### src/rtl/fbpa_pkg.sv
`default_nettype none

package fbpa_pkg;

   typedef enum logic [1:0] {
      MODE_ALLOC  = 2'd0,
      MODE_ZALLOC = 2'd1,
      MODE_FREE   = 2'd2,
      MODE_NONE   = 2'd3
   } mode_type;

   typedef enum logic [2:0] {
      ST_OK            = 3'd0,
      ST_TOO_LARGE     = 3'd1,
      ST_OUT_OF_MEMORY = 3'd2,
      ST_NULL_POINTER  = 3'd3,
      ST_NOT_ALLOCATED = 3'd4
   } status_type;

   typedef enum logic [1:0] {
      CMD_ALLOC,
      CMD_FREE,
      CMD_REPLY
   } cmd_type;

   typedef struct packed {
      logic [1:0]  mode;
      logic [31:0] request_size;
      logic [31:0] element_count;
      logic [31:0] release_address;
   } req_type;

   typedef struct packed {
      logic [2:0]  status;
      logic [31:0] block_address;
      logic [7:0]  clear_bytes;
   } rsp_type;

   typedef struct packed {
      cmd_type    cmd;
      status_type status;
      logic [7:0] clear_bytes;
   } entry_type;

   localparam int unsigned QUEUE_DEPTH = 2;

   localparam logic [1:0] REG_POOL_BASE = 2'd0;

endpackage

`default_nettype wire

### src/rtl/fbpa_front.sv
`default_nettype none

module fbpa_front
   import fbpa_pkg::*;
#(
   parameter int unsigned NUM_BLOCKS   = 60,
   parameter int unsigned BLOCK_BYTES  = 192,
   parameter int unsigned BLOCK_STRIDE = 224
) (
   input  var req_type                 req_data,
   input  var logic [31:0]             pool_base,
   output entry_type                   entry,
   output logic      [NUM_BLOCKS-1:0]  match
);

   localparam logic [63:0] LIMIT = 64'(BLOCK_BYTES);

   logic [63:0] product;
   logic [31:0] offset;

   assign product = 64'(req_data.element_count) * 64'(req_data.request_size);
   assign offset  = req_data.release_address - pool_base;

   // The block whose start lies at the given address, if any.
   for (genvar i = 0; i < NUM_BLOCKS; i++) begin : g_match
      localparam logic [31:0] START = 32'(i * BLOCK_STRIDE);
      assign match[i] = (offset == START);
   end

   always_comb begin
      entry.cmd         = CMD_REPLY;
      entry.status      = ST_OK;
      entry.clear_bytes = 8'd0;
      unique case (mode_type'(req_data.mode))
         MODE_ALLOC: begin
            if (64'(req_data.request_size) > LIMIT) begin
               entry.status = ST_TOO_LARGE;
            end else begin
               entry.cmd = CMD_ALLOC;
            end
         end
         MODE_ZALLOC: begin
            if (product > LIMIT) begin
               entry.status = ST_TOO_LARGE;
            end else begin
               entry.cmd         = CMD_ALLOC;
               entry.clear_bytes = product[7:0];
            end
         end
         MODE_FREE: begin
            if (req_data.release_address == 32'd0) begin
               entry.status = ST_NULL_POINTER;
            end else begin
               entry.cmd = CMD_FREE;
            end
         end
         MODE_NONE: begin
            entry.status = ST_OK;
         end
         default: begin
            entry.status = ST_OK;
         end
      endcase
   end

endmodule

`default_nettype wire

### src/rtl/fbpa_queue.sv
`default_nettype none

module fbpa_queue
   import fbpa_pkg::*;
#(
   parameter int unsigned DATA_W = 8
) (
   input  var logic              clock,
   input  var logic              reset,
   input  var logic              push,
   input  var logic [DATA_W-1:0] push_data,
   output logic                  full,
   input  var logic              pop,
   output logic                  not_empty,
   output logic [DATA_W-1:0]     pop_data
);

   localparam int unsigned PTR_W = $clog2(QUEUE_DEPTH);
   localparam int unsigned CNT_W = $clog2(QUEUE_DEPTH + 1);
   localparam logic [PTR_W-1:0] LAST = PTR_W'(QUEUE_DEPTH - 1);
   localparam logic [CNT_W-1:0] DEPTH_CNT = CNT_W'(QUEUE_DEPTH);

   logic [DATA_W-1:0] slot_ff [QUEUE_DEPTH];
   logic [PTR_W-1:0]  wr_ptr_ff, wr_ptr_in;
   logic [PTR_W-1:0]  rd_ptr_ff, rd_ptr_in;
   logic [CNT_W-1:0]  count_ff, count_in;

   assign full      = (count_ff == DEPTH_CNT);
   assign not_empty = (count_ff != '0);
   assign pop_data  = slot_ff[rd_ptr_ff];

   always_comb begin
      wr_ptr_in = wr_ptr_ff;
      rd_ptr_in = rd_ptr_ff;
      count_in  = count_ff;
      if (push) begin
         wr_ptr_in = (wr_ptr_ff == LAST) ? '0 : wr_ptr_ff + PTR_W'(1);
      end
      if (pop) begin
         rd_ptr_in = (rd_ptr_ff == LAST) ? '0 : rd_ptr_ff + PTR_W'(1);
      end
      priority if (push && !pop) begin
         count_in = count_ff + CNT_W'(1);
      end else if (pop && !push) begin
         count_in = count_ff - CNT_W'(1);
      end else begin
         count_in = count_ff;
      end
   end

   always_ff @(posedge clock) begin
      if (reset) begin
         wr_ptr_ff <= '0;
         rd_ptr_ff <= '0;
         count_ff  <= '0;
      end else begin
         wr_ptr_ff <= wr_ptr_in;
         rd_ptr_ff <= rd_ptr_in;
         count_ff  <= count_in;
      end
   end

   always_ff @(posedge clock) begin
      if (push) begin
         slot_ff[wr_ptr_ff] <= push_data;
      end
   end

endmodule

`default_nettype wire

### src/rtl/fbpa_back.sv
`default_nettype none

module fbpa_back
   import fbpa_pkg::*;
#(
   parameter int unsigned NUM_BLOCKS   = 60,
   parameter int unsigned BLOCK_STRIDE = 224
) (
   input  var logic                   clock,
   input  var logic                   reset,
   input  var logic                   q_not_empty,
   input  var entry_type              entry,
   input  var logic [NUM_BLOCKS-1:0]  match,
   output logic                       pop,
   input  var logic [31:0]            pool_base,
   output logic                       rsp_valid,
   input  var logic                   rsp_stall,
   output rsp_type                    rsp_data
);

   logic [NUM_BLOCKS-1:0] used_ff, used_in;
   logic                  rsp_valid_ff, rsp_valid_in;
   rsp_type               rsp_data_ff, rsp_data_in;

   logic [NUM_BLOCKS-1:0] free_map;
   logic [NUM_BLOCKS-1:0] lowest_free;
   logic [NUM_BLOCKS-1:0] hit;
   logic [31:0]           start_offset;

   assign pop = q_not_empty && (!rsp_valid_ff || !rsp_stall);

   // Isolate the lowest free block as a one-hot vector.
   assign free_map    = ~used_ff;
   assign lowest_free = free_map & (~free_map + NUM_BLOCKS'(1));
   assign hit         = match & used_ff;

   always_comb begin
      start_offset = '0;
      for (int i = 0; i < NUM_BLOCKS; i++) begin
         if (lowest_free[i]) begin
            start_offset = start_offset | 32'(i * BLOCK_STRIDE);
         end
      end
   end

   always_comb begin
      used_in                   = used_ff;
      rsp_data_in.status        = ST_OK;
      rsp_data_in.block_address = '0;
      rsp_data_in.clear_bytes   = '0;
      unique case (entry.cmd)
         CMD_ALLOC: begin
            if (|free_map) begin
               used_in                   = used_ff | lowest_free;
               rsp_data_in.block_address = pool_base + start_offset;
               rsp_data_in.clear_bytes   = entry.clear_bytes;
            end else begin
               rsp_data_in.status = ST_OUT_OF_MEMORY;
            end
         end
         CMD_FREE: begin
            if (|hit) begin
               used_in = used_ff & ~hit;
            end else begin
               rsp_data_in.status = ST_NOT_ALLOCATED;
            end
         end
         CMD_REPLY: begin
            rsp_data_in.status = entry.status;
         end
         default: begin
            rsp_data_in.status = entry.status;
         end
      endcase
   end

   always_comb begin
      priority if (pop) begin
         rsp_valid_in = 1'b1;
      end else if (rsp_stall) begin
         rsp_valid_in = rsp_valid_ff;
      end else begin
         rsp_valid_in = 1'b0;
      end
   end

   always_ff @(posedge clock) begin
      if (reset) begin
         used_ff      <= '0;
         rsp_valid_ff <= 1'b0;
      end else begin
         rsp_valid_ff <= rsp_valid_in;
         if (pop) begin
            used_ff <= used_in;
         end
      end
   end

   always_ff @(posedge clock) begin
      if (pop) begin
         rsp_data_ff <= rsp_data_in;
      end
   end

   assign rsp_valid = rsp_valid_ff;
   assign rsp_data  = rsp_data_ff;

endmodule

`default_nettype wire

### src/rtl/fixed_block_pool_allocator.sv
`default_nettype none

// Fixed-size block pool allocator. Each request item (allocate, zero-filled
// allocate, free or none) gives exactly one response item, in order. The front
// end checks sizes and decodes a freed address into its block, a two-entry
// queue follows, and the back end searches and updates the used bitmap and
// holds the response in an output register. One item is taken every cycle
// while the response side keeps up; a response becomes valid once its request
// has been written into the queue and read from it straight into the output
// register. pool_base_address is at byte address 0 and may be written only
// while no item is in flight.
module fixed_block_pool_allocator
   import fbpa_pkg::*;
#(
   parameter int unsigned NUM_BLOCKS   = 60,
   parameter int unsigned BLOCK_BYTES  = 192,
   parameter int unsigned BLOCK_STRIDE = 224
) (
   input  var logic                   clock,
   input  var logic                   reset,
   input  var logic                   req_valid,
   output logic                       req_stall,
   input  var req_type                req_data,
   output logic                       rsp_valid,
   input  var logic                   rsp_stall,
   output rsp_type                    rsp_data,
   input  var logic                   psel,
   input  var logic                   penable,
   input  var logic                   pwrite,
   input  var logic [1:0]             paddr,
   input  var logic [31:0]            pwdata,
   output logic [31:0]                prdata,
   output logic                       pready
);

   localparam int unsigned ENTRY_W = $bits(entry_type) + NUM_BLOCKS;

   logic [31:0]           pool_base_ff, pool_base_in;
   logic                  csr_write;
   entry_type             push_entry, pop_entry;
   logic [NUM_BLOCKS-1:0] push_match, pop_match;
   logic                  q_full, q_not_empty, q_push, q_pop;
   logic                  reg_hit;

   assign pready    = 1'b1;
   assign reg_hit   = (paddr == REG_POOL_BASE);
   assign csr_write = psel && penable && pwrite && pready;
   assign prdata    = reg_hit ? pool_base_ff : 32'd0;

   always_comb begin
      pool_base_in = pool_base_ff;
      if (csr_write && reg_hit) begin
         pool_base_in = pwdata;
      end
   end

   always_ff @(posedge clock) begin
      if (reset) begin
         pool_base_ff <= '0;
      end else begin
         pool_base_ff <= pool_base_in;
      end
   end

   assign req_stall = q_full;
   assign q_push    = req_valid && !q_full;

   fbpa_front #(
      .NUM_BLOCKS   (NUM_BLOCKS),
      .BLOCK_BYTES  (BLOCK_BYTES),
      .BLOCK_STRIDE (BLOCK_STRIDE)
   ) u_front (
      .req_data  (req_data),
      .pool_base (pool_base_ff),
      .entry     (push_entry),
      .match     (push_match)
   );

   fbpa_queue #(
      .DATA_W (ENTRY_W)
   ) u_queue (
      .clock     (clock),
      .reset     (reset),
      .push      (q_push),
      .push_data ({push_entry, push_match}),
      .full      (q_full),
      .pop       (q_pop),
      .not_empty (q_not_empty),
      .pop_data  ({pop_entry, pop_match})
   );

   fbpa_back #(
      .NUM_BLOCKS   (NUM_BLOCKS),
      .BLOCK_STRIDE (BLOCK_STRIDE)
   ) u_back (
      .clock       (clock),
      .reset       (reset),
      .q_not_empty (q_not_empty),
      .entry       (pop_entry),
      .match       (pop_match),
      .pop         (q_pop),
      .pool_base   (pool_base_ff),
      .rsp_valid   (rsp_valid),
      .rsp_stall   (rsp_stall),
      .rsp_data    (rsp_data)
   );

endmodule

`default_nettype wire
### config.mk
export PLATFORM = sky130hd
export DESIGN_NAME = fixed_block_pool_allocator
export DESIGN_NICKNAME = d
export VERILOG_FILES = /design/src/rtl/fbpa_pkg.sv /design/src/rtl/fbpa_front.sv /design/src/rtl/fbpa_queue.sv /design/src/rtl/fbpa_back.sv /design/src/rtl/fixed_block_pool_allocator.sv
export SDC_FILE = /design/constraint.sdc
export NUM_CORES = 2
export LEC_CHECK = 0
export CAP_MARGIN = 20
export CORE_ASPECT_RATIO = 1.1
export CORE_MARGIN = 2
export CORE_UTILIZATION = 33
export CTS_CLUSTER_SIZE = 30
export DETAILED_ROUTE_END_ITERATION = 8
export DONT_BUFFER_PORTS = 1
export SETUP_SLACK_MARGIN = 0.2
export SYNTH_ARGS = -nofsm -noshare
export SYNTH_HDL_FRONTEND = slang
export SYNTH_SLANG_ARGS = --single-unit
### constraint.sdc
create_clock -name clock -period 8.7 [get_ports clock]
set_input_delay 0.87 -clock clock [delete_from_list [all_inputs] [get_ports clock]]
set_output_delay 0.87 -clock clock [all_outputs]
set_load 0.05 [all_outputs]
### Yosys cells after proc, flatten, opt, wreduce, memory -nomap -nowiden

Memories as Yosys holds them, arrays and structs flattened. A register that Yosys moved wholly into a read port is not among the register bits.
Cells that the tools add are included.

* flip-flop bits (word level): 140
* RAM bits: 146
* memories: 1

Memory list
* u_queue.slot_ff: depth 2, bits a word 73, rd ports 1, clocked after memory_dff 1, write ports 1, RTL line fbpa_queue.sv:23 `logic [DATA_W-1:0] slot_ff [QUEUE_DEPTH];`

* add/sub/neg operators: 7
* multiply operators: 1
* order comparisons: 2
* equal/unequal tests: 67
* multiplexer cells: 103
* bitwise logic cells: 7
* reductions and logical operators: 25

Operators with widths (count)
* $eq A32 B14 Y1 const B: 23
* $eq A32 B13 Y1 const B: 18
* $mux W60: 6
* $mux W14: 23
* $eq A32 B12 Y1 const B: 9
* $mux W13: 18
* $and A60 B60 Y60: 3
* $not A60 Y60: 3
* $eq A32 B11 Y1 const B: 5
* $pmux W60 S2: 1
* $reduce_or A60 Y1: 2
* $mux W12: 9
* $mux W40: 2
* $eq A32 B10 Y1 const B: 2
* $gt A64 B8 Y1 const B: 1
* $logic_not A32 Y1: 2
* $mul A32 B32 Y64: 1
* $add A60 B1 Y60 const B: 1
* $or A60 B60 Y60: 1
* $mux W11: 5
* $add A32 B32 Y32: 1
* $eq A32 B8 Y1 const B: 1
* $eq A32 B9 Y1 const B: 1
* $gt A32 B8 Y1 const B: 1
* 25 further kinds: 73

### Depth between registers and ports, before layout

* word-level depth: 66
* depth in mapped cells: 31
* gate-level depth less buffers: 29

### By module

A second synthesis with hierarchy kept.

* cell total of the unflattened synthesis: 5803
* area, all modules: 51623.3 µm²

By module, submodules not included
* fbpa_front: instances 1, cells each 4490, area an instance 37325.8 µm², seq. area each 0.0 µm²
* fbpa_back: instances 1, cells each 885, area an instance 7078.0 µm², seq. area each 2512.4 µm²
* fbpa_queue: instances 1, cells each 249, area an instance 5502.8 µm², seq. area each 4484.3 µm²
* fixed_block_pool_allocator: instances 1, cells each 179, area an instance 1716.6 µm², seq. area each 640.6 µm²

### Worst setup path before layout

No wires, ideal clock.

* path kind: in2reg
* from: in req_data[68] in the netlist's numbering
* to: mem u_queue.slot_ff[0][72] in the netlist's numbering, data pin
* data arrival time: 8.427 ns
* slack: 0.016 ns
* stages on the path: 28
* cell sequence: clkbuf_1 > nand2_1 > fa_1 > inv_1 > fa_1 > inv_1 > fa_1 > fa_1 > inv_1 > fa_1 > fa_1 > fa_1 > inv_1 > fa_1 > inv_1 > ha_1 > clkbuf_1 > a21oi_1 > o21ai_0 > a21oi_1 > mux2i_1 > a2111oi_0 > nand4_1 > nor4_1 > or4b_1 > nor4_2 > a31oi_1 > o21ba_2

RTL lines
* start: declaration: RTL line fixed_block_pool_allocator.sv:23 `input var req_type req_data,`
* end: declaration: RTL line fbpa_queue.sv:23

==> results.py <==
metrics = {
    "status": {
        "status": "finished, final reports clean",
    },
    "grt": {
        "grt_pass1_vias": 42466,
        "grt_max_degree": 100,
        "antenna_found_initial": 5,
        "overflow": 0,
        "grtUsageTotal": 0.2118,
        "grt_pass1_wl_mm": 252.6,
    },
    "critical_path": {
        "worstPathRequired_ns": 9.02,
        "cp_max_fo": 32,
        "critPathLaunchType": "input pin",
        "rr_startpoint": "u_back.used_ff[1]",
        "end_kind": "flip-flop",
        "crit_path_start": "req_data[36]",
        "arrival_ns": 8.75,
        "reg2reg_depth": 23,
        "path_class": "in2reg",
    },
    "synth": {
        "async_reset_ff_frac": 0,
        "synth_nets": 7015,
        "avgSynthCellArea_um2": 8.829,
        "yosysSeqAreaShare": 0.1512,
        "synthFlopType": "edfxtp_1",
        "synth_edf_count": 187,
        "synth_seq_cells": 285,
        "synth.distinct_cells": 93,
        "syn_area_mm2": 0.05010,
        "yosys_warnings": 0,
        "netlist_instances": 5675,
    },
    "sta": {
        "setup_viol": 0,
        "timing.final.crit_share": 0.9689,
        "fmax_mhz": 118.6,
        "post-route-min-period_ns": 8.429,
        "slew_viol_final": 0,
        "tightest_slew_ns": 1.079,
        "fin_worst_skew_ns": 0.01478,
        "rsz0062_at_grt": "true",
        "hold_viol": 0,
        "whs_ns": 0.3649,
        "final.setup.tns_ns": 0,
        "maxSlewHeadroom": 0.2804,
    },
    "layout": {
        "seqCellArea_mm2": 0.007581,
        "drive_above_1_share": 0.08207,
        "finalNetCount": 6933,
        "area_growth_pct": 9.260,
        "nFillCells": 15328,
        "final_util": 0.3639,
        "multiInputGateArea_mm2": 0.03819,
    },
    "drt": {
        "wl_met1_mm": 64.82,
        "highest_layer": "met4",
        "drc": 0,
        "avgRoutedWirePerCell_um": 21.84,
        "num_vias": 40135,
        "via_per_inst": 5.293,
        "drt_iter0_markers": 2865,
        "firstDrtPassIters": 5,
        "route.met2.wl_mm": 80.91,
        "wl_met3_mm": 11.03,
        "routed_wl_mm": 165.6,
        "ant_nets": 0,
    },
    "cts": {
        "cts.sinks": 285,
        "clkLatencyLatePin_ns": 0.58,
        "clk_path_buf_depth": 3,
        "cts_buffers": 31,
        "clk_pin_slew_ns": 0.06,
        "cts_root_buf": "clkbuf_16",
        "h-tree-depth": 1,
        "ctsHoldBuffers": 0,
        "cts_tree": "done",
    },
    "die": {
        "die_y_um": 412.7,
        "num_rows": 149,
        "num_io_pins": 217,
        "core_area_mm2": 0.1504,
        "die_area_mm2": 0.1550,
        "die_w_um": 375.5,
        "initial_core_util": 0.3330,
    },
    "placed_design": {
        "gp_congestion": 0.9846,
        "port_buffers": 0,
        "dpl.hpwl_mm": 126.8,
    },
    "worst_hold_path": {
        "hold_class": "in2reg",
        "min-delay-start": "reset",
        "hold_path_depth": 1,
    },
    "run": {
        "maxCapViolations": 0,
    },
}
synth_stat cells (19+ instances only):
cell type     n  area share
a21o_1       36      0.0054
nand2_1     810       0.061
ha_1        304       0.076
dfxtp_1      98       0.039
fa_1        897        0.36
o22ai_1      22      0.0027
nor4_1       57      0.0071
xnor2_1      52      0.0091
nor3_1      158       0.016
xor2_1       25      0.0044
a211oi_1     20      0.0030
and3_1       27      0.0034
o21ai_0     179       0.018
nand4_1      68      0.0085
inv_1      1058       0.079
nor2_1      204       0.015
clkbuf_1    269       0.020
mux2i_1      63       0.013
or3_1        19      0.0024
buf_2        25      0.0025
mux2_2       23      0.0052
and2_1      498       0.062
o21a_1       25      0.0037
edfxtp_1    187        0.11
nand3_1      56      0.0056
a21oi_1     219       0.022
layout make-up:
| type | count | share of cell area |
|---|---|---|
| tap | 1963 | 0.04487 |
| clock buffer | 38 | 0.01502 |
| timing repair buffer | 194 | 0.02791 |
| antenna | 3 | 0.0001371 |
| inverter | 1058 | 0.07254 |
| clock inverter | 19 | 0.003520 |
| sequential | 285 | 0.1385 |
| multi-input combinational | 4023 | 0.6975 |
final timing paths:
check | slack, ns | to
setup / recovery | 0.27 | u_queue.slot_ff[0][72]
hold / removal | 0.36 | u_queue.wr_ptr_ff
setup reg to reg | 1.60 | u_back.rsp_data[33]
hold reg to reg | 0.45 | pool_base_ff[3]
through the flow:
stage          area [µm²]  instances  setup WS, ns
2_1_floorplan       50130       5675        0.2331
3_3_place_gp        52780       7506       -0.7822
3_5_place_dp        52780       7506       -0.7698
4_1_cts             53860       7563        0.2169
5_1_grt             54740       7580       0.07858
6_report            54740       7583        0.2707
per-layer routing:
layer | vias to the layer above | global-route usage
met5 | - | 0
met4 | 0 | 0.09569
met3 | 383 | 0.02705
met2 | 1493 | 0.3682
met1 | 20552 | 0.2621
li1 | 17707 | -
cells by family (layout without fill, tap and decap cells):
group / Yosys count / count (layout) / synth area share
compound gates: 659 / 659 / 0.08226
fa+ha+maj: 1201 / 1201 / 0.4343
xor+xnor: 77 / 77 / 0.01346
mux: 86 / 86 / 0.01775
flops: 285 / 285 / 0.1512
other cells: 1 / 4 / 0.00007484
buf+inv: 1367 / 1309 / 0.1039
simple gates: 1999 / 1999 / 0.1970
worst max-delay path: stages:
cell	delay, ns
and2_4	0.18
fa_1	0.50
inv_1	0.05
fa_1	0.52
inv_2	0.05
fa_1	0.58
fa_1	0.48
fa_1	0.59
fa_1	0.47
fa_1	0.57
inv_2	0.04
fa_1	0.52
inv_2	0.05
ha_4	0.29
buf_8	0.12
nand4_1	0.19
nor3_2	0.31
nand2_1	0.16
a31oi_4	0.24
a211oi_4	0.07
clkbuf_16	0.18
o31ai_4	0.22
o21ai_2	0.09
or4b_4	0.54
nor4_4	0.33
a31oi_2	0.23
o21ba_2	0.25
cells in the final DEF, fill, tap and decap left out, drive strengths merged, types with 19 or more instances in the layout:
cell / n
o21ai: 184
nor4: 59
inv: 1063
edfxtp: 187
nand4: 68
a21o: 36
xor2: 25
ha: 304
and2: 498
a21oi: 221
mux2i: 63
mux2: 23
nand3: 56
nand2: 810
xnor2: 52
nor3: 166
and3: 27
clkbuf: 40
a211oi: 21
o21a: 25
o22ai: 22
buf: 192
nor2: 204
dfxtp: 98
or3: 19
fa: 897
flip-flops by register name (all words and copies together) (netlist names), named ones only:
signal	flops
u_queue.count_ff	2
u_back.used_ff	60
pool_base_ff	32
u_back.rsp_valid	1
u_queue.slot_ff	144
u_back.rsp_data	43
u_queue.rd_ptr_ff	1
u_queue.wr_ptr_ff	1
timing repair:
action                     4_1_cts  5_1_grt
setup buffers                    0       15
gates resized for setup         17      182
pin swaps                        1      142
setup endpoints to repair       20       20
Power is not shown: default switching activity piles up to over one toggle a cycle in this logic, so the estimate is an artifact.
